--- config.mk ---
export PLATFORM = sky130hd
export DESIGN_NAME = tgr_shade
export DESIGN_NICKNAME = d
export VERILOG_FILES = /design/src/hw/rtl/tgr_pkg.sv /design/src/hw/rtl/tgr_shade.sv
export SDC_FILE = /design/constraint.sdc
export NUM_CORES = 1
export LEC_CHECK = 0
export BUFFER_PORTS_ARGS = -buffer_cell sky130_fd_sc_hd__buf_2
export CAP_MARGIN = 30
export CORE_MARGIN = 10
export CORE_UTILIZATION = 40
export DETAILED_ROUTE_END_ITERATION = 7
export PLACE_DENSITY = 0.89
export SKIP_LAST_GASP = 1
export SYNTH_ARGS = -nofsm -noshare
export SYNTH_HDL_FRONTEND = slang
export SYNTH_SLANG_ARGS = --single-unit
--- constraint.sdc ---
create_clock -name clk -period 3.1 [get_ports clk]
set_input_delay 0.62 -clock clk [delete_from_list [all_inputs] [get_ports clk]]
set_output_delay 0.62 -clock clk [all_outputs]
set_load 0.01 [all_outputs]
--- src/hw/rtl/tgr_pkg.sv ---
// ----------------------------------------------------------------------------
// tgr_pkg
// Shared constants, codes and stage types of the text glyph row renderer.
// ----------------------------------------------------------------------------
package tgr_pkg;

    localparam int GLYPH_ROWS      = 16;
    localparam int PALETTE_ENTRIES = 256;

    localparam int FONT_DEPTH = 256 * GLYPH_ROWS;
    localparam int FONT_AW    = $clog2(FONT_DEPTH);
    localparam int PAL_DEPTH  = PALETTE_ENTRIES * 3;
    localparam int PAL_IW     = $clog2(PAL_DEPTH);
    localparam int PAL_AW     = $clog2(PALETTE_ENTRIES);

    // entry = (index * DIV3_MUL) >> DIV3_SHIFT, exact for index below 2**DIV3_SHIFT
    localparam int DIV3_SHIFT = 11;
    localparam int DIV3_MUL   = (2 ** DIV3_SHIFT + 2) / 3;
    localparam int DIV3_MW    = $clog2(DIV3_MUL + 1);
    localparam int DIV3_W     = PAL_IW + DIV3_MW;

    localparam int PIXELS = 8;
    localparam int PIX_W  = $clog2(PIXELS);
    localparam logic [PIX_W-1:0] PIX_LAST = PIX_W'(PIXELS - 1);

    localparam logic [1:0] COMP_RED   = 2'd0;
    localparam logic [1:0] COMP_GREEN = 2'd1;
    localparam logic [1:0] COMP_BLUE  = 2'd2;

    typedef enum logic [1:0] {
        OP_FONT   = 2'd0,
        OP_PAL    = 2'd1,
        OP_RENDER = 2'd2
    } op_t;

    typedef struct packed {
        logic               font_we;
        logic               pal_we;
        logic               render;
        logic [FONT_AW-1:0] font_addr;
        logic [7:0]         value;
        logic [PAL_AW-1:0]  pal_entry;
        logic [1:0]         pal_comp;
        logic [3:0]         fg_idx;
        logic [3:0]         bg_idx;
        logic               row_ok;
    } front_t;

    typedef struct packed {
        logic [7:0] bits;
        logic       row_ok;
        logic [5:0] fg_r;
        logic [5:0] fg_g;
        logic [5:0] fg_b;
        logic [5:0] bg_r;
        logic [5:0] bg_g;
        logic [5:0] bg_b;
    } lookup_t;

    typedef struct packed {
        logic [7:0]  bits;
        logic [23:0] fg;
        logic [23:0] bg;
    } row_t;

endpackage

--- src/hw/rtl/tgr_shade.sv ---
// ----------------------------------------------------------------------------
// tgr_shade
// Colour stage: widens palette components to RGB and masks rows past the glyph.
// ----------------------------------------------------------------------------
module tgr_shade
    import tgr_pkg::*;
(
    input  logic    clk,
    input  logic    rst_n,
    input  logic    in_valid,
    input  lookup_t in_item,
    output logic    in_ready,
    output logic    out_valid,
    output row_t    out_item,
    input  logic    out_ready
);

    logic valid_reg;
    row_t item_reg;
    row_t item_next;

    always_comb
    begin
        item_next.bits = in_item.row_ok ? in_item.bits : 8'h00;
        item_next.fg   = {in_item.fg_r, 2'b00, in_item.fg_g, 2'b00, in_item.fg_b, 2'b00};
        item_next.bg   = {in_item.bg_r, 2'b00, in_item.bg_g, 2'b00, in_item.bg_b, 2'b00};
    end

    assign in_ready = !valid_reg || out_ready;

    always_ff @(posedge clk or negedge rst_n)
    begin
        if (!rst_n)
        begin
            valid_reg <= 1'b0;
        end
        else if (in_ready)
        begin
            valid_reg <= in_valid;
        end
    end

    always_ff @(posedge clk)
    begin
        if (in_ready && in_valid)
        begin
            item_reg <= item_next;
        end
    end

    assign out_valid = valid_reg;
    assign out_item  = item_reg;

endmodule

==> key figures <==
Critical path
  • WS Path Type: in -> out
  • Crit start category: input pin
  • Worst endpoint required time: 2480 ps
  • Max FO, Critical Path: 3
  • Max incr delay on CP: 140 ps
  • Crit path top cell by count: buf_2
  • Crit end category: output port
  • Critical path arrival: 990 ps
  • Slowest CP cell: buf_2
  • CP cell instances: buf_2 -> nand2b_4 -> buf_2

Drt
  • Final WL: 3440 microns
  • DR vias: 902
  • Post-DRT Antenna Nets: 0
  • DRT iter0 DRCs: 39
  • DRC Markers: 0
  • Pre-Repair DR Iteration Count: 4
  • Wire per inst: 15.8 microns
  • Vias per std cell: 4.14

Floorplanning
  • Initial core utilization: 41.5%
  • Die Width: 81.6 microns
  • IO Pins: 107
  • Die area: 6660 sq um
  • Row count: 22
  • Core area: 3660 sq um
  • Die height: 81.6 microns

Clock network
  • CTS tree: yes
  • Hold_buf cts: 0
  • Setup bufs post-CTS: 0
  • CTS root buffer: clkbuf_8
  • Post-CTS sizing: 0
  • Num Clock Sinks: 45
  • Clock slew at reported path FFs: 80 ps
  • Worst skew pair latency: 290 ps
  • Clock buffer depth: 2
  • CTS HTree Levels: 2
  • Inserted Clock Buffers: 5

Placed design
  • GP Congestion: 0.683
  • Area post-placement: 2000 sq um
  • DP HPWL: 2860 microns
  • Dpl ws: 1390 ps
  • Placed cell count: 210
  • Port Buffer Count: 94

Final layout
  • Fin area: 2080 sq um
  • Nets: 218
  • P&R area growth vs syn: 37.1%
  • Final core occ: 56.9%
  • Antenna fix cells: 0
  • Share of cells above drive strength 1: 60.0%
  • Final Non-Filler Cells: 218
  • Fillers: 299

Hold path
  • Tightest Hold Check Type: in -> async

Synthesis
  • Top cells by count, synth: edfxtp_1 (44), buf_4 (12), and2_1 (8)
  • Cells after Synth: 69
  • Number of distinct library cells after synthesis: 8
  • Top-area cell type share of the netlist area: 87.0%
  • Count leader, synth: edfxtp_1
  • Synth area leader: edfxtp_1
  • Post-synth EDFFs: 44
  • Predominant post-synthesis flop cell: edfxtp_1
  • Avg Synthesized Cell Area: 22.0 sq um
  • Syn Std Cell Area: 1520 sq um
  • Ranking of synthesized cells by area: edfxtp_1 (87%), buf_4 (5.9%), and2_1 (3.3%)
  • Async S/R FF share, synth: 2.22%
  • Post-synthesis sequential area ratio: 88.6%
  • Yosys reg bits: 45
  • Synth Warn #: 0

Timing
  • Slew @ Worst Pin: 539 ps
  • Slew Limit Headroom: 64.1%
  • Fin. Hold Viols: 0
  • Fin worst setup slack: 1490 ps
  • Setup Viol. Count Final: 0
  • Final min period: 1610 ps
  • Setup TNS: 0 ps
  • Slew Limit Fails: 0
  • Final Cycle Share: 52.0%
  • RSZ-0062 raised after global routing: false
  • Fmax achieved: 620 MHz
  • Hold Slack: 89.2 ps
  • Skew final: 2.89 ps

Pwr
  • P per Cell Area: 553 nW/um^2
  • Cell leakage power: 0.922 nW
  • Worst ir drop on vdd: 0.291 mV
  • Clk pwr share: 28.4%
  • P_sw: 0.245 mW
  • Reg power frac: 62.1%
  • Total power: 1.15 mW
  • Logic pwr share: 9.5%
  • Net Sw Frac: 21.3%
  • Int Pwr: 0.907 mW

Global routing
  • Grt ovf: 0
  • Total GRT Usage: 10.0%
  • Vias in the first global route: 959
  • Initial antenna violation count: 0
  • First-pass GRT wire length: 5030 microns
  • Largest net degree at the start of global routing: 45

Run status
  • Result of the run: complete, no violations

Job
  • Max-cap viol count: 0
power by group through the flow:
| stage | clock network, mW | logic (mW) | registers, mW |
|---|---|---|---|
| 3_5_place_dp | 0 | 0.112 | 0.730 |
| 2_1_floorplan | 0 | 0.0354 | 0.749 |
| 5_1_grt | 0.370 | 0.121 | 0.719 |
| 3_3_place_gp | 0 | 0.109 | 0.728 |
| 4_1_cts | 0.342 | 0.112 | 0.716 |
| 6_report | 0.327 | 0.110 | 0.715 |
kinds of logic after synthesis:
kind of cell | share of synthesized area [%]
simple gates | 5.19
buf+inv | 5.93
other cells | 0.247
flops | 88.6
registers in the layout, summed over array words and instances, names as in the netlist:
| signal | count |
|---|---|
| out_item | 44 |
| out_valid | 1 |
worst paths after layout:
| path | slack [ps] | cells after the start | endpoint | from |
|---|---|---|---|---|
| max reg2reg | 1730 | 2 | out_item[43] | out_valid |
| min | 90 | 1 | out_valid | rst_n |
| max | 1490 | 3 | in_ready | out_ready |
| min reg2reg | 570 | 2 | out_valid | out_valid |
| max in group asynchronous | 2930 | 1 | out_valid | rst_n |
| min in group clk | 500 | 1 | out_item[21] | in_item[15] |
worst max-delay path, delay by kind of cell:
| kind | cells | cell delay [ps] |
|---|---|---|
| buffers and inverters | 2 | 240 |
| AND/OR/NAND/NOR | 1 | 130 |
cell type report:
class	instances	area, sq um	share of cell area, %
timing repair buffer	94	470	22.6
multi-input combinational	23	124	5.95
clock inverter	3	12.5	0.601
clock buffer	5	68.8	3.31
sequential	45	1350	64.7
tap	48	60.1	2.88
layer usage:
layer | vias up | GRT usage [%] | wire length (microns)
met5 | - | 0 | 0
met4 | 0 | 2.55 | 32
li1 | 426 | - | -
met2 | 61 | 16.0 | 1710
met3 | 4 | 6.66 | 511
met1 | 411 | 10.8 | 1180
cell usage in the layout (no fill, tap or decap):
master,n
nand2b_4,1
nand2b_1,1
and2_1,8
dfrtp_1,1
clkinv_2,1
and2_4,1
clkbuf_8,5
conb_1,12
clkinv_1,2
edfxtp_1,44
buf_2,94
Note: power is estimated with default switching activity, not from simulation.
