==> src/hw/rtl/tgr_pkg.sv <==
// ----------------------------------------------------------------------------
// tgr_pkg
// Shared constants, codes and stage types of the text glyph row renderer.
// ----------------------------------------------------------------------------
package tgr_pkg;

    localparam int GLYPH_ROWS      = 16;
    localparam int PALETTE_ENTRIES = 256;

    localparam int FONT_DEPTH = 256 * GLYPH_ROWS;
    localparam int FONT_AW    = $clog2(FONT_DEPTH);
    localparam int PAL_DEPTH  = PALETTE_ENTRIES * 3;
    localparam int PAL_IW     = $clog2(PAL_DEPTH);
    localparam int PAL_AW     = $clog2(PALETTE_ENTRIES);

    // entry = (index * DIV3_MUL) >> DIV3_SHIFT, exact for index below 2**DIV3_SHIFT
    localparam int DIV3_SHIFT = 11;
    localparam int DIV3_MUL   = (2 ** DIV3_SHIFT + 2) / 3;
    localparam int DIV3_MW    = $clog2(DIV3_MUL + 1);
    localparam int DIV3_W     = PAL_IW + DIV3_MW;

    localparam int PIXELS = 8;
    localparam int PIX_W  = $clog2(PIXELS);
    localparam logic [PIX_W-1:0] PIX_LAST = PIX_W'(PIXELS - 1);

    localparam logic [1:0] COMP_RED   = 2'd0;
    localparam logic [1:0] COMP_GREEN = 2'd1;
    localparam logic [1:0] COMP_BLUE  = 2'd2;

    typedef enum logic [1:0] {
        OP_FONT   = 2'd0,
        OP_PAL    = 2'd1,
        OP_RENDER = 2'd2
    } op_t;

    typedef struct packed {
        logic               font_we;
        logic               pal_we;
        logic               render;
        logic [FONT_AW-1:0] font_addr;
        logic [7:0]         value;
        logic [PAL_AW-1:0]  pal_entry;
        logic [1:0]         pal_comp;
        logic [3:0]         fg_idx;
        logic [3:0]         bg_idx;
        logic               row_ok;
    } front_t;

    typedef struct packed {
        logic [7:0] bits;
        logic       row_ok;
        logic [5:0] fg_r;
        logic [5:0] fg_g;
        logic [5:0] fg_b;
        logic [5:0] bg_r;
        logic [5:0] bg_g;
        logic [5:0] bg_b;
    } lookup_t;

    typedef struct packed {
        logic [7:0]  bits;
        logic [23:0] fg;
        logic [23:0] bg;
    } row_t;

endpackage

==> src/hw/rtl/tgr_serial.sv <==
// ----------------------------------------------------------------------------
// tgr_serial
// Pixel serialiser: emits one glyph row as eight pixel beats, MSB first.
// ----------------------------------------------------------------------------
module tgr_serial
    import tgr_pkg::*;
(
    input  logic        clk,
    input  logic        rst_n,
    input  logic        in_valid,
    input  row_t        in_item,
    output logic        in_ready,
    output logic        m_tvalid,
    input  logic        m_tready,
    output logic [23:0] m_tdata,    // pixel_color
    output logic        m_tlast     // last_pixel
);

    logic             valid_reg;
    logic             valid_next;
    logic [PIX_W-1:0] cnt_reg;
    logic [PIX_W-1:0] cnt_next;
    logic [7:0]       bits_reg;
    logic [7:0]       bits_next;
    logic [23:0]      fg_reg;
    logic [23:0]      bg_reg;
    logic             take;
    logic             done;
    logic             load;

    assign take     = valid_reg && m_tready;
    assign done     = take && cnt_reg == PIX_LAST;
    assign in_ready = !valid_reg || done;
    assign load     = in_valid && in_ready;

    always_comb
    begin
        valid_next = valid_reg;
        cnt_next   = cnt_reg;
        bits_next  = bits_reg;
        priority if (load)
        begin
            valid_next = 1'b1;
            cnt_next   = '0;
            bits_next  = in_item.bits;
        end
        else if (take)
        begin
            valid_next = !done;
            cnt_next   = cnt_reg + PIX_W'(1);
            bits_next  = {bits_reg[6:0], 1'b0};
        end
    end

    always_ff @(posedge clk or negedge rst_n)
    begin
        if (!rst_n)
        begin
            valid_reg <= 1'b0;
            cnt_reg   <= '0;
        end
        else
        begin
            valid_reg <= valid_next;
            cnt_reg   <= cnt_next;
        end
    end

    always_ff @(posedge clk)
    begin
        bits_reg <= bits_next;
        if (load)
        begin
            fg_reg <= in_item.fg;
            bg_reg <= in_item.bg;
        end
    end

    assign m_tvalid = valid_reg;
    assign m_tdata  = bits_reg[7] ? fg_reg : bg_reg;
    assign m_tlast  = cnt_reg == PIX_LAST;

    a_restart_after_last: assert property (@(posedge clk) disable iff (!rst_n)
        done |=> !valid_reg || cnt_reg == '0)
        else $error("row did not restart after last pixel");

    a_hold_on_stall: assert property (@(posedge clk) disable iff (!rst_n)
        valid_reg && !m_tready |=> valid_reg && $stable(cnt_reg) && $stable(bits_reg))
        else $error("serialiser advanced while stalled");

endmodule

==> config.mk <==
export PLATFORM = sky130hd
export DESIGN_NAME = tgr_serial
export DESIGN_NICKNAME = d
export VERILOG_FILES = /design/src/hw/rtl/tgr_pkg.sv /design/src/hw/rtl/tgr_serial.sv
export SDC_FILE = /design/constraint.sdc
export NUM_CORES = 1
export LEC_CHECK = 0
export BUFFER_PORTS_ARGS = -buffer_cell sky130_fd_sc_hd__buf_2
export CAP_MARGIN = 20
export CORE_MARGIN = 2
export CORE_UTILIZATION = 49
export CTS_BUF_LIST = sky130_fd_sc_hd__clkbuf_4 sky130_fd_sc_hd__clkbuf_8 sky130_fd_sc_hd__clkbuf_16
export DETAILED_ROUTE_END_ITERATION = 6
export HOLD_SLACK_MARGIN = 0.05
export PLACE_DENSITY = 0.86
export SLEW_MARGIN = 30
export SYNTH_ARGS = -nofsm -noshare
export SYNTH_HDL_FRONTEND = slang
export SYNTH_SLANG_ARGS = --single-unit
==> constraint.sdc <==
create_clock -name clk -period 3.6 [get_ports clk]
set_clock_uncertainty 0.2 [all_clocks]
set_input_delay 0.72 -clock clk [delete_from_list [all_inputs] [get_ports clk]]
set_output_delay 0.72 -clock clk [all_outputs]
set_load 0.005 [all_outputs]
==> results.py <==
metrics = {
    "yosys": {
        "synth-main-ff-cell": "edfxtp_1",
        "async_flop_share_pct": 6.67,
        "yosysWarnings": 0,
        "yosys.area.top_type": "edfxtp_1",
        "synthCells": 119,
        "synth_area_sq_um": 2370,
        "ys_seq_area_share_pct": 75.1,
        "synthTopCellsByArea": "edfxtp_1 (71%), mux2_2 (11%), mux2_4 (4.4%)",
        "synth_edf_count": 56,
        "synthDistinctLibCells": 18,
        "synth-seq-cells": 60,
        "synth_nets": 181,
        "synth_top_area_share_pct": 70.9,
        "syn_area_per_cell_sq_um": 19.9,
    },
    "layout": {
        "fillerInstances": 359,
        "drive_gt1_share_pct": 62.4,
        "finalNonFillerCells": 272,
        "final_cell_mix": "buf_2 (86), edfxtp_1 (56), mux2_2 (24), clkbuf_8 (9), mux2_4 (7)",
        "diodes": 0,
        "layout_commonest_cell": "buf_2",
        "fin_area_sq_um": 3030,
        "nets": 276,
        "area_growth_pct": 27.6,
    },
    "detailed_routing": {
        "wl_met2_mm": 2.07,
        "top_layer_used": "met4",
        "vias": 1366,
        "met3_length_um": 300,
        "wire_per_inst_um": 15.2,
        "met1Wirelength_mm": 1.69,
        "ant_nets": 0,
        "dr.pass1.iters": 4,
        "drcViolationCount": 0,
        "first_iter_violations": 58,
        "routed_wl_mm": 4.14,
        "vias_per_cell": 5.02,
    },
    "clock_tree": {
        "clk_root_buffer_cell": "clkbuf_8",
        "cts_buffer_depth": 2,
        "cts_buffers": 9,
        "htree_levels": 3,
        "cts_tree": "built",
        "cts_sinks": 60,
        "clkTransAtPathRegs_ns": 0.06,
        "insertion_delay_ns": 0.33,
    },
    "critical_path": {
        "max_stage_delay_ns": 0.69,
        "worstPathCellList": "buf_4 > mux2_2 > buf_2",
        "end_kind": "primary output",
        "critPathArrivalTime_ns": 1.83,
        "critPathBufInv": 2,
        "regToRegSetupSlack_ns": 1.37,
        "critPathMaxFanout": 13,
        "critPathSlowestCell": "edfxtp_1",
        "criticalPathCategory": "reg2out",
        "cp-start-kind": "flop",
        "critical_path.top_delay_family": "flip-flops",
        "critPathRequiredTime_ns": 2.68,
    },
    "power": {
        "p_leak_nw": 1.24,
        "p_per_area_nw_per_um2": 555,
        "finalPower_mw": 1.68,
        "ir_worst_vdd_v": 0.000350,
    },
    "die": {
        "die_w_um": 73.6,
        "start_util_pct": 50.5,
        "top_level_ports": 87,
        "dieHeight_um": 73.6,
        "coreArea_sq_um": 4690,
        "rows": 25,
        "dieArea_sq_um": 5410,
    },
    "sta": {
        "holdWs_ns": 0.354,
        "tns_ns": 0,
        "slew_headroom_pct": 63.7,
        "timing.final.crit_share_pct": 76.4,
        "tightest_slew_ns": 0.544,
        "drv_slew": 0,
        "fin_crit_ns": 2.75,
        "grt_setup_unrepaired": "no",
        "setup_violations": 0,
        "hold_viol_final": 0,
        "max_freq_ghz": 0.364,
    },
    "placed_design": {
        "dp.cells": 256,
        "port_buffers": 86,
        "gp_congestion": 0.784,
        "place_area_sq_um": 2860,
        "dp_hpwl_mm": 3.05,
    },
    "grt": {
        "grt_pass1_vias": 1371,
        "grt_start_max_net_pins": 29,
        "grt_pass1_wl_mm": 6.24,
        "overflow": 0,
        "antenna_found_initial": 0,
        "grt_use_total_pct": 16.3,
    },
    "worst_hold_path": {
        "hold_path.class": "reg2reg",
    },
    "job": {
        "maxCapViolCount": 0,
    },
    "outcome": {
        "outcome": "finished clean",
    },
}
[cells by family (layout without fill, tap and decap cells)]
family,Yosys count,in the layout,share of synthesized area [%]
AOI/OAI and AO/OA,9,9,2.85
buffers and inverters,6,105,1.74
and+or+nand+nor,10,10,3.01
adders and majority gates,2,2,1.06
DFF,60,60,75.1
xor gates and xnor gates,1,1,0.369
muxes,31,31,15.8
[metal layers]
metal	track usage [%]	up-vias
met5	0	-
met4	9.70	0
met3	6.72	9
met2	26.3	50
met1	18.1	656
li1	-	651
[worst paths after layout]
check | from | to | cells after the start
max in group asynchronous | rst_n | m_tvalid$_DFFE_PN0P_ | 2
hold / removal | bits_reg[0]$_SDFFCE_PN0P_ | bits_reg[1]$_DFFE_PP_ | 1
hold reg to reg | bits_reg[0]$_SDFFCE_PN0P_ | bits_reg[1]$_DFFE_PP_ | 1
min in group asynchronous | rst_n | cnt_reg[1]$_DFFE_PN0P_ | 2
setup reg to reg | cnt_reg[0]$_DFFE_PN0P_ | fg_reg[10]$_DFFE_PP_ | 6
setup / recovery | bits_reg[7]$_DFFE_PP_ | m_tdata[10] | 3
[power by group]
part	leakage, nW	total, mW	internal, mW	switching, mW
registers	0.558	0.894	0.854	0.0405
clock network	0.0849	0.484	0.254	0.230
logic	0.596	0.300	0.174	0.126
[cell type report]
type | instances | area [sq um] | share of cell area, %
well taps | 54 | 67.6 | 2.23
clock buffers | 11 | 139 | 4.59
clock inverters | 4 | 17.5 | 0.579
multi-input cells | 53 | 548 | 18.1
flip-flops and latches | 60 | 1780 | 58.9
inverters | 1 | 3.75 | 0.124
repair buffers | 89 | 468 | 15.5
[stage by stage]
step	setup WS, ns	utilization, %
3_5_place_dp	1.17	60.9
3_3_place_gp	1.20	60.9
4_1_cts	0.798	64.5
2_1_floorplan	0.967	-
5_1_grt	0.745	64.5
6_report	0.851	64.5
[synthesized netlist by cell type, types with 2 or more instances]
cell type,instances
dfrtp_1,4
mux2_2,24
buf_2,3
buf_6,2
nand2_1,3
a21oi_1,5
o221ai_1,3
edfxtp_1,56
mux2_4,7
ha_1,2
nor2b_1,3
[what timing repair did]
item,in CTS,in global routing
endpoints found under the setup margin,0,0
resized for setup,0,0
hold endpoints to repair,4,0
hold buffers,1,0
setup buffers,0,0
[worst register-to-register path, cell delays in order, from the launching register on]
cell and delay, ns:
dfrtp_1 0.40, ha_1 0.19, ha_1 0.23, a21bo_4 0.19, nand2_8 0.09, inv_2 0.36, buf_12 0.26
Note: power is estimated with default switching activity, not from simulation.
