**src/hw/rtl/tgr_pkg.sv**
```systemverilog
// ----------------------------------------------------------------------------
// tgr_pkg
// Shared constants, codes and stage types of the text glyph row renderer.
// ----------------------------------------------------------------------------
package tgr_pkg;

    localparam int GLYPH_ROWS      = 16;
    localparam int PALETTE_ENTRIES = 256;

    localparam int FONT_DEPTH = 256 * GLYPH_ROWS;
    localparam int FONT_AW    = $clog2(FONT_DEPTH);
    localparam int PAL_DEPTH  = PALETTE_ENTRIES * 3;
    localparam int PAL_IW     = $clog2(PAL_DEPTH);
    localparam int PAL_AW     = $clog2(PALETTE_ENTRIES);

    // entry = (index * DIV3_MUL) >> DIV3_SHIFT, exact for index below 2**DIV3_SHIFT
    localparam int DIV3_SHIFT = 11;
    localparam int DIV3_MUL   = (2 ** DIV3_SHIFT + 2) / 3;
    localparam int DIV3_MW    = $clog2(DIV3_MUL + 1);
    localparam int DIV3_W     = PAL_IW + DIV3_MW;

    localparam int PIXELS = 8;
    localparam int PIX_W  = $clog2(PIXELS);
    localparam logic [PIX_W-1:0] PIX_LAST = PIX_W'(PIXELS - 1);

    localparam logic [1:0] COMP_RED   = 2'd0;
    localparam logic [1:0] COMP_GREEN = 2'd1;
    localparam logic [1:0] COMP_BLUE  = 2'd2;

    typedef enum logic [1:0] {
        OP_FONT   = 2'd0,
        OP_PAL    = 2'd1,
        OP_RENDER = 2'd2
    } op_t;

    typedef struct packed {
        logic               font_we;
        logic               pal_we;
        logic               render;
        logic [FONT_AW-1:0] font_addr;
        logic [7:0]         value;
        logic [PAL_AW-1:0]  pal_entry;
        logic [1:0]         pal_comp;
        logic [3:0]         fg_idx;
        logic [3:0]         bg_idx;
        logic               row_ok;
    } front_t;

    typedef struct packed {
        logic [7:0] bits;
        logic       row_ok;
        logic [5:0] fg_r;
        logic [5:0] fg_g;
        logic [5:0] fg_b;
        logic [5:0] bg_r;
        logic [5:0] bg_g;
        logic [5:0] bg_b;
    } lookup_t;

    typedef struct packed {
        logic [7:0]  bits;
        logic [23:0] fg;
        logic [23:0] bg;
    } row_t;

endpackage

```
**src/hw/rtl/tgr_front.sv**
```systemverilog
// ----------------------------------------------------------------------------
// tgr_front
// Input stage: decodes a beat into store writes or a render lookup request.
// ----------------------------------------------------------------------------
module tgr_front
    import tgr_pkg::*;
(
    input  logic         clk,
    input  logic         rst_n,
    input  logic         s_tvalid,
    output logic         s_tready,
    input  logic [39:0]  s_tdata,   // char_code, attribute, glyph_row, load_index, load_value
    input  logic [1:0]   s_tuser,   // op
    output logic         out_valid,
    output front_t       out_item,
    input  logic         out_ready
);

    logic               valid_reg;
    front_t             item_reg;
    front_t             item_next;
    op_t                op;
    logic [7:0]         code;
    logic [7:0]         attr;
    logic [3:0]         row;
    logic [11:0]        lidx;
    logic [7:0]         lval;
    logic [PAL_IW-1:0]  pidx;
    logic [DIV3_W-1:0]  prod;
    logic [PAL_AW-1:0]  entry;
    logic [PAL_IW-1:0]  entry3;
    logic               font_ok;
    logic               pal_ok;

    assign op   = op_t'(s_tuser);
    assign code = s_tdata[7:0];
    assign attr = s_tdata[15:8];
    assign row  = s_tdata[19:16];
    assign lidx = s_tdata[31:20];
    assign lval = s_tdata[39:32];

    assign pidx    = PAL_IW'(lidx);
    assign prod    = DIV3_W'(pidx) * DIV3_W'(DIV3_MUL);
    assign entry   = PAL_AW'(prod >> DIV3_SHIFT);
    assign entry3  = PAL_IW'({entry, 1'b0}) + PAL_IW'(entry);
    assign font_ok = 32'(lidx) < 32'(FONT_DEPTH);
    assign pal_ok  = 32'(lidx) < 32'(PAL_DEPTH);

    always_comb
    begin
        item_next           = '0;
        item_next.value     = lval;
        item_next.pal_entry = entry;
        item_next.pal_comp  = 2'(pidx - entry3);
        item_next.fg_idx    = attr[3:0];
        item_next.bg_idx    = attr[7:4];
        item_next.row_ok    = 32'(row) < 32'(GLYPH_ROWS);
        item_next.font_addr = FONT_AW'(lidx);
        unique case (op)
            OP_FONT:
            begin
                item_next.font_we = font_ok;
            end
            OP_PAL:
            begin
                item_next.pal_we = pal_ok;
            end
            OP_RENDER:
            begin
                item_next.render    = 1'b1;
                item_next.font_addr = FONT_AW'(FONT_AW'(code) * FONT_AW'(GLYPH_ROWS))
                                    + FONT_AW'(row);
            end
            default:
            begin
                item_next.render = 1'b0;
            end
        endcase
    end

    assign s_tready = !valid_reg || out_ready;

    always_ff @(posedge clk or negedge rst_n)
    begin
        if (!rst_n)
        begin
            valid_reg <= 1'b0;
        end
        else if (s_tready)
        begin
            valid_reg <= s_tvalid;
        end
    end

    always_ff @(posedge clk)
    begin
        if (s_tready && s_tvalid)
        begin
            item_reg <= item_next;
        end
    end

    assign out_valid = valid_reg;
    assign out_item  = item_reg;

endmodule

```
**config.mk**
```make
export PLATFORM = sky130hd
export DESIGN_NAME = tgr_front
export DESIGN_NICKNAME = d
export VERILOG_FILES = /design/src/hw/rtl/tgr_pkg.sv /design/src/hw/rtl/tgr_front.sv
export SDC_FILE = /design/constraint.sdc
export NUM_CORES = 1
export LEC_CHECK = 0
export BUFFER_PORTS_ARGS = -buffer_cell sky130_fd_sc_hd__buf_2
export CORE_MARGIN = 4
export CORE_UTILIZATION = 53
export CTS_CLUSTER_DIAMETER = 150
export CTS_CLUSTER_SIZE = 40
export DETAILED_ROUTE_END_ITERATION = 12
export MAX_ROUTING_LAYER = met4
export PLACE_DENSITY = 0.89
export SLEW_MARGIN = 30
export SYNTH_ARGS = -nofsm -noshare
export SYNTH_HDL_FRONTEND = slang
export SYNTH_SLANG_ARGS = --single-unit
```
**constraint.sdc**
```tcl
create_clock -name clk -period 2.6 [get_ports clk]
set_input_delay 0 -clock clk [delete_from_list [all_inputs] [get_ports clk]]
set_output_delay 0 -clock clk [all_outputs]
set_load 0.005 [all_outputs]
```
==> impl_metrics.tcl <==
set metrics [dict create \
    outcome "finished, violations left" \
    violated_checks "negative setup slack" \
    timing.final.max_slew_violations 0 \
    design.portCount 90 \
    power_frac_clock_pct 9.6 \
    wl_per_cell_um 21.9 \
    die_area_um2 7220 \
    drt-vias-per-instance 5.53 \
    timing.critical_path.cells "buf_8, ha_4, ha_4, fa_1, fa_1, inv_2, fa_1, inv_2, ha_4, nand3_2, nand3_2, o311ai_4, buf_6, o31ai_4, a31oi_2, xnor2_1" \
    synthFlopType "edfxtp_1" \
    skew_ns 0.00249 \
    final_period_minus_worst_setup_slack_ns 3.66 \
    synthesis.nets 369 \
    synth_enable_flop_cells 41 \
    nature_of_the_critical_path_startpoint "primary input" \
    register_area_um2 1260 \
    maxCapViolCount 0 \
    worstSetupEndpointType "register" \
    irDropWorstVdd_uv 551 \
    synthDominantAreaCellType "edfxtp_1" \
    timing.critical_path.arrival_ns 3.76 \
    ys_seq_elements 42 \
    fmax_mhz 273 \
    synth.avg_cell_area_um2 12.9 \
    crit_slowest_cell "fa_1" \
    grt.total_usage_pct 25.0 \
    residual_drc_count 0 \
    synth_common_cells "58 x ha_1, 46 x inv_1, 41 x edfxtp_1" \
    finalWeightedCongestion 0.883 \
    drt_first_iter_violations 203 \
    cell_with_the_most_instances_after_synthesis "ha_1" \
    vias 2604 \
    async_reset_ff_share_pct 2.38 \
    cell_internal_pwr_mw 2.50 \
    route.final.wire_length_um 10300 \
    proportion_of_layout_cells_with_a_drive_suffix_above_1_pct 49.1 \
    timing.final.setup_violations 10 \
    wire_length_of_the_first_global_routing_pass_um 13600 \
    timing.setup.critical_path_class "primary input to register" \
    syn_to_final_growth_pct 49.5 \
    insertion_delay_ns 0.29 \
    grt_start_max_net_pins 19 \
    detailed_routing_iteration_count_for_the_pre_antenna_repair_pass 4 \
    hold_violations 0 \
    switching_share_pct 41.1 \
    min_path_type "primary input to register" \
    p_per_area_nw_per_um2 902 \
    worst_path_largest_cell_delay_ns 0.57 \
    syn_area_um2 3140 \
    layout.filler_cells 259 \
    core_area_um2 5640 \
    grt.overflow.total 0 \
    clock_tree.buffer_depth 2 \
    start_util_pct 55.7 \
    min_period_over_period_pct 141 \
    yosys_warnings 0 \
    critical_path.max_fanout 3 \
    num_antenna_cells 0 \
    floorplan.die.height_um 85.0 \
    share_seq_of_total_power_pct 23.2 \
    antenna_found_initial 0 \
    netlist.area_leader.share_pct 39.2 \
    tritoncts "done" \
    floorplan.die.width_um 85.0 \
    whs_ns 0.00629 \
    post_route_non_filler_standard_cell_count 471 \
    numPortBuffers 88 \
    first_global_vias 2793 \
    post_synth_main_area_contributors "edfxtp_1 39%, ha_1 23%, fa_1 13%" \
    cts_buffers 5 \
    htreeDepth 2 \
    cts.sinks 42 \
    placedCellCount 442 \
    nNetsFinal 524 \
    cts-root-buf "clkbuf_8" \
    comb_power_share_pct 67.3 \
    power_switching_mw 1.74 \
    detailed_place_hpwl_um 6450 \
    std_cell_rows 27 \
    ant_nets 0 \
    synth_cells 244 \
    crit_required_ns 2.70 \
    ys_seq_area_share_pct 40.0 \
    synthDistinctLibCells 32 \
    leakagePower_nw 2.17 \
    worst_slack_ns -1.06 \
    multiInputGateArea_um2 2080 \
    clk_pin_slew_ns 0.08 \
    grt_setup_unrepaired "yes" \
]
critical path, delay by kind of cell:
family                   cells  cell delay [ns]
AO/OA/AOI/OAI                3             0.58
XOR/XNOR                     1             0.31
buffers and inverters        4             0.38
adder cells (fa/ha/maj)      6             2.30
AND/OR/NAND/NOR              2             0.20
sequential cells by signal, indices dropped and copies added (netlist names):
| register | flops |
|---|---|
| out_item | 41 |
| out_valid | 1 |
metal layers:
| metal | share of wire (%) | up-vias | wire [um] | GRT usage [%] |
|---|---|---|---|---|
| li1 | - | 1144 | - | - |
| met1 | 38 | 1298 | 3940 | 25.7 |
| met2 | 53 | 128 | 5470 | 45.4 |
| met3 | 4.8 | 34 | 499 | 4.47 |
| met4 | 4.1 | 0 | 421 | 11.9 |
| met5 | 0 | - | 0 | - |
repair_timing:
item | CTS | global route
hold buffers | 20 | 0
pin swaps | 8 | 18
setup buffers | 1 | 1
resized for setup | 26 | 24
hold endpoints to repair | 20 | 0
endpoints found under the setup margin | 10 | 10
area by class of cell:
type / count / area share [%]
timing repair buffer: 151 / 21.8
multi-input combinational: 153 / 44.2
clock buffer: 5 / 1.47
sequential: 42 / 26.7
clock inverter: 2 / 0.213
inverter: 46 / 3.68
tap: 72 / 1.92
cell usage in the layout (no fill, tap or decap), types with 5 or more instances in the layout:
cell	instances
buf_2	81
o21ai_0	6
edfxtp_1	41
ha_1	39
a21oi_2	5
clkbuf_8	5
buf_4	42
buf_6	5
inv_2	5
mux2_2	6
dlygate4sd3_1	20
xnor2_1	11
fa_1	21
inv_1	41
nand2_1	7
ha_4	19
cells by family after synthesis:
logic type / after synthesis / share of synthesized area (%)
muxes: 6 / 2.15
DFF: 42 / 40.0
xor gates and xnor gates: 15 / 4.42
and+or+nand+nor: 24 / 3.86
buffers and inverters: 49 / 5.97
adders and majority gates: 79 / 36.5
other: 1 / 0.119
AOI/OAI and AO/OA: 28 / 7.01
through the flow:
stage	setup slack, ns	utilization [%]	cell area (um^2)	power [mW]	setup TNS (ns)
floorplan	-0.814	-	3320	2.40	-7.54
global placement	-1.12	73.4	4140	2.99	-10.46
detailed placement	-1.27	73.4	4140	3.14	-11.79
CTS	-0.821	80.8	4560	3.75	-7.85
global route	-1.14	83.3	4700	4.45	-9.59
finish	-1.06	83.3	4700	4.24	-8.59
power groups by stage:
stage,sequential [mW],clock (mW),combinational (mW)
2_1_floorplan,0.998,0,1.40
3_3_place_gp,0.973,0,2.02
4_1_cts,0.964,0.394,2.39
5_1_grt,0.990,0.443,3.02
3_5_place_dp,0.979,0,2.16
6_report,0.981,0.406,2.85
final timing paths:
kind                             start  slack, ns  depth (start not counted)           end
max                        s_tdata[25]      -1.06                         16  out_item[18]
min                         s_tdata[0]      0.006                          2  out_item[31]
max reg2reg                  out_valid       1.05                          3  out_item[21]
min reg2reg                  out_valid       0.59                          2     out_valid
max in group asynchronous        rst_n       2.49                          2     out_valid
min in group asynchronous        rst_n       0.02                          2     out_valid
(Power assumes the default switching activity.)
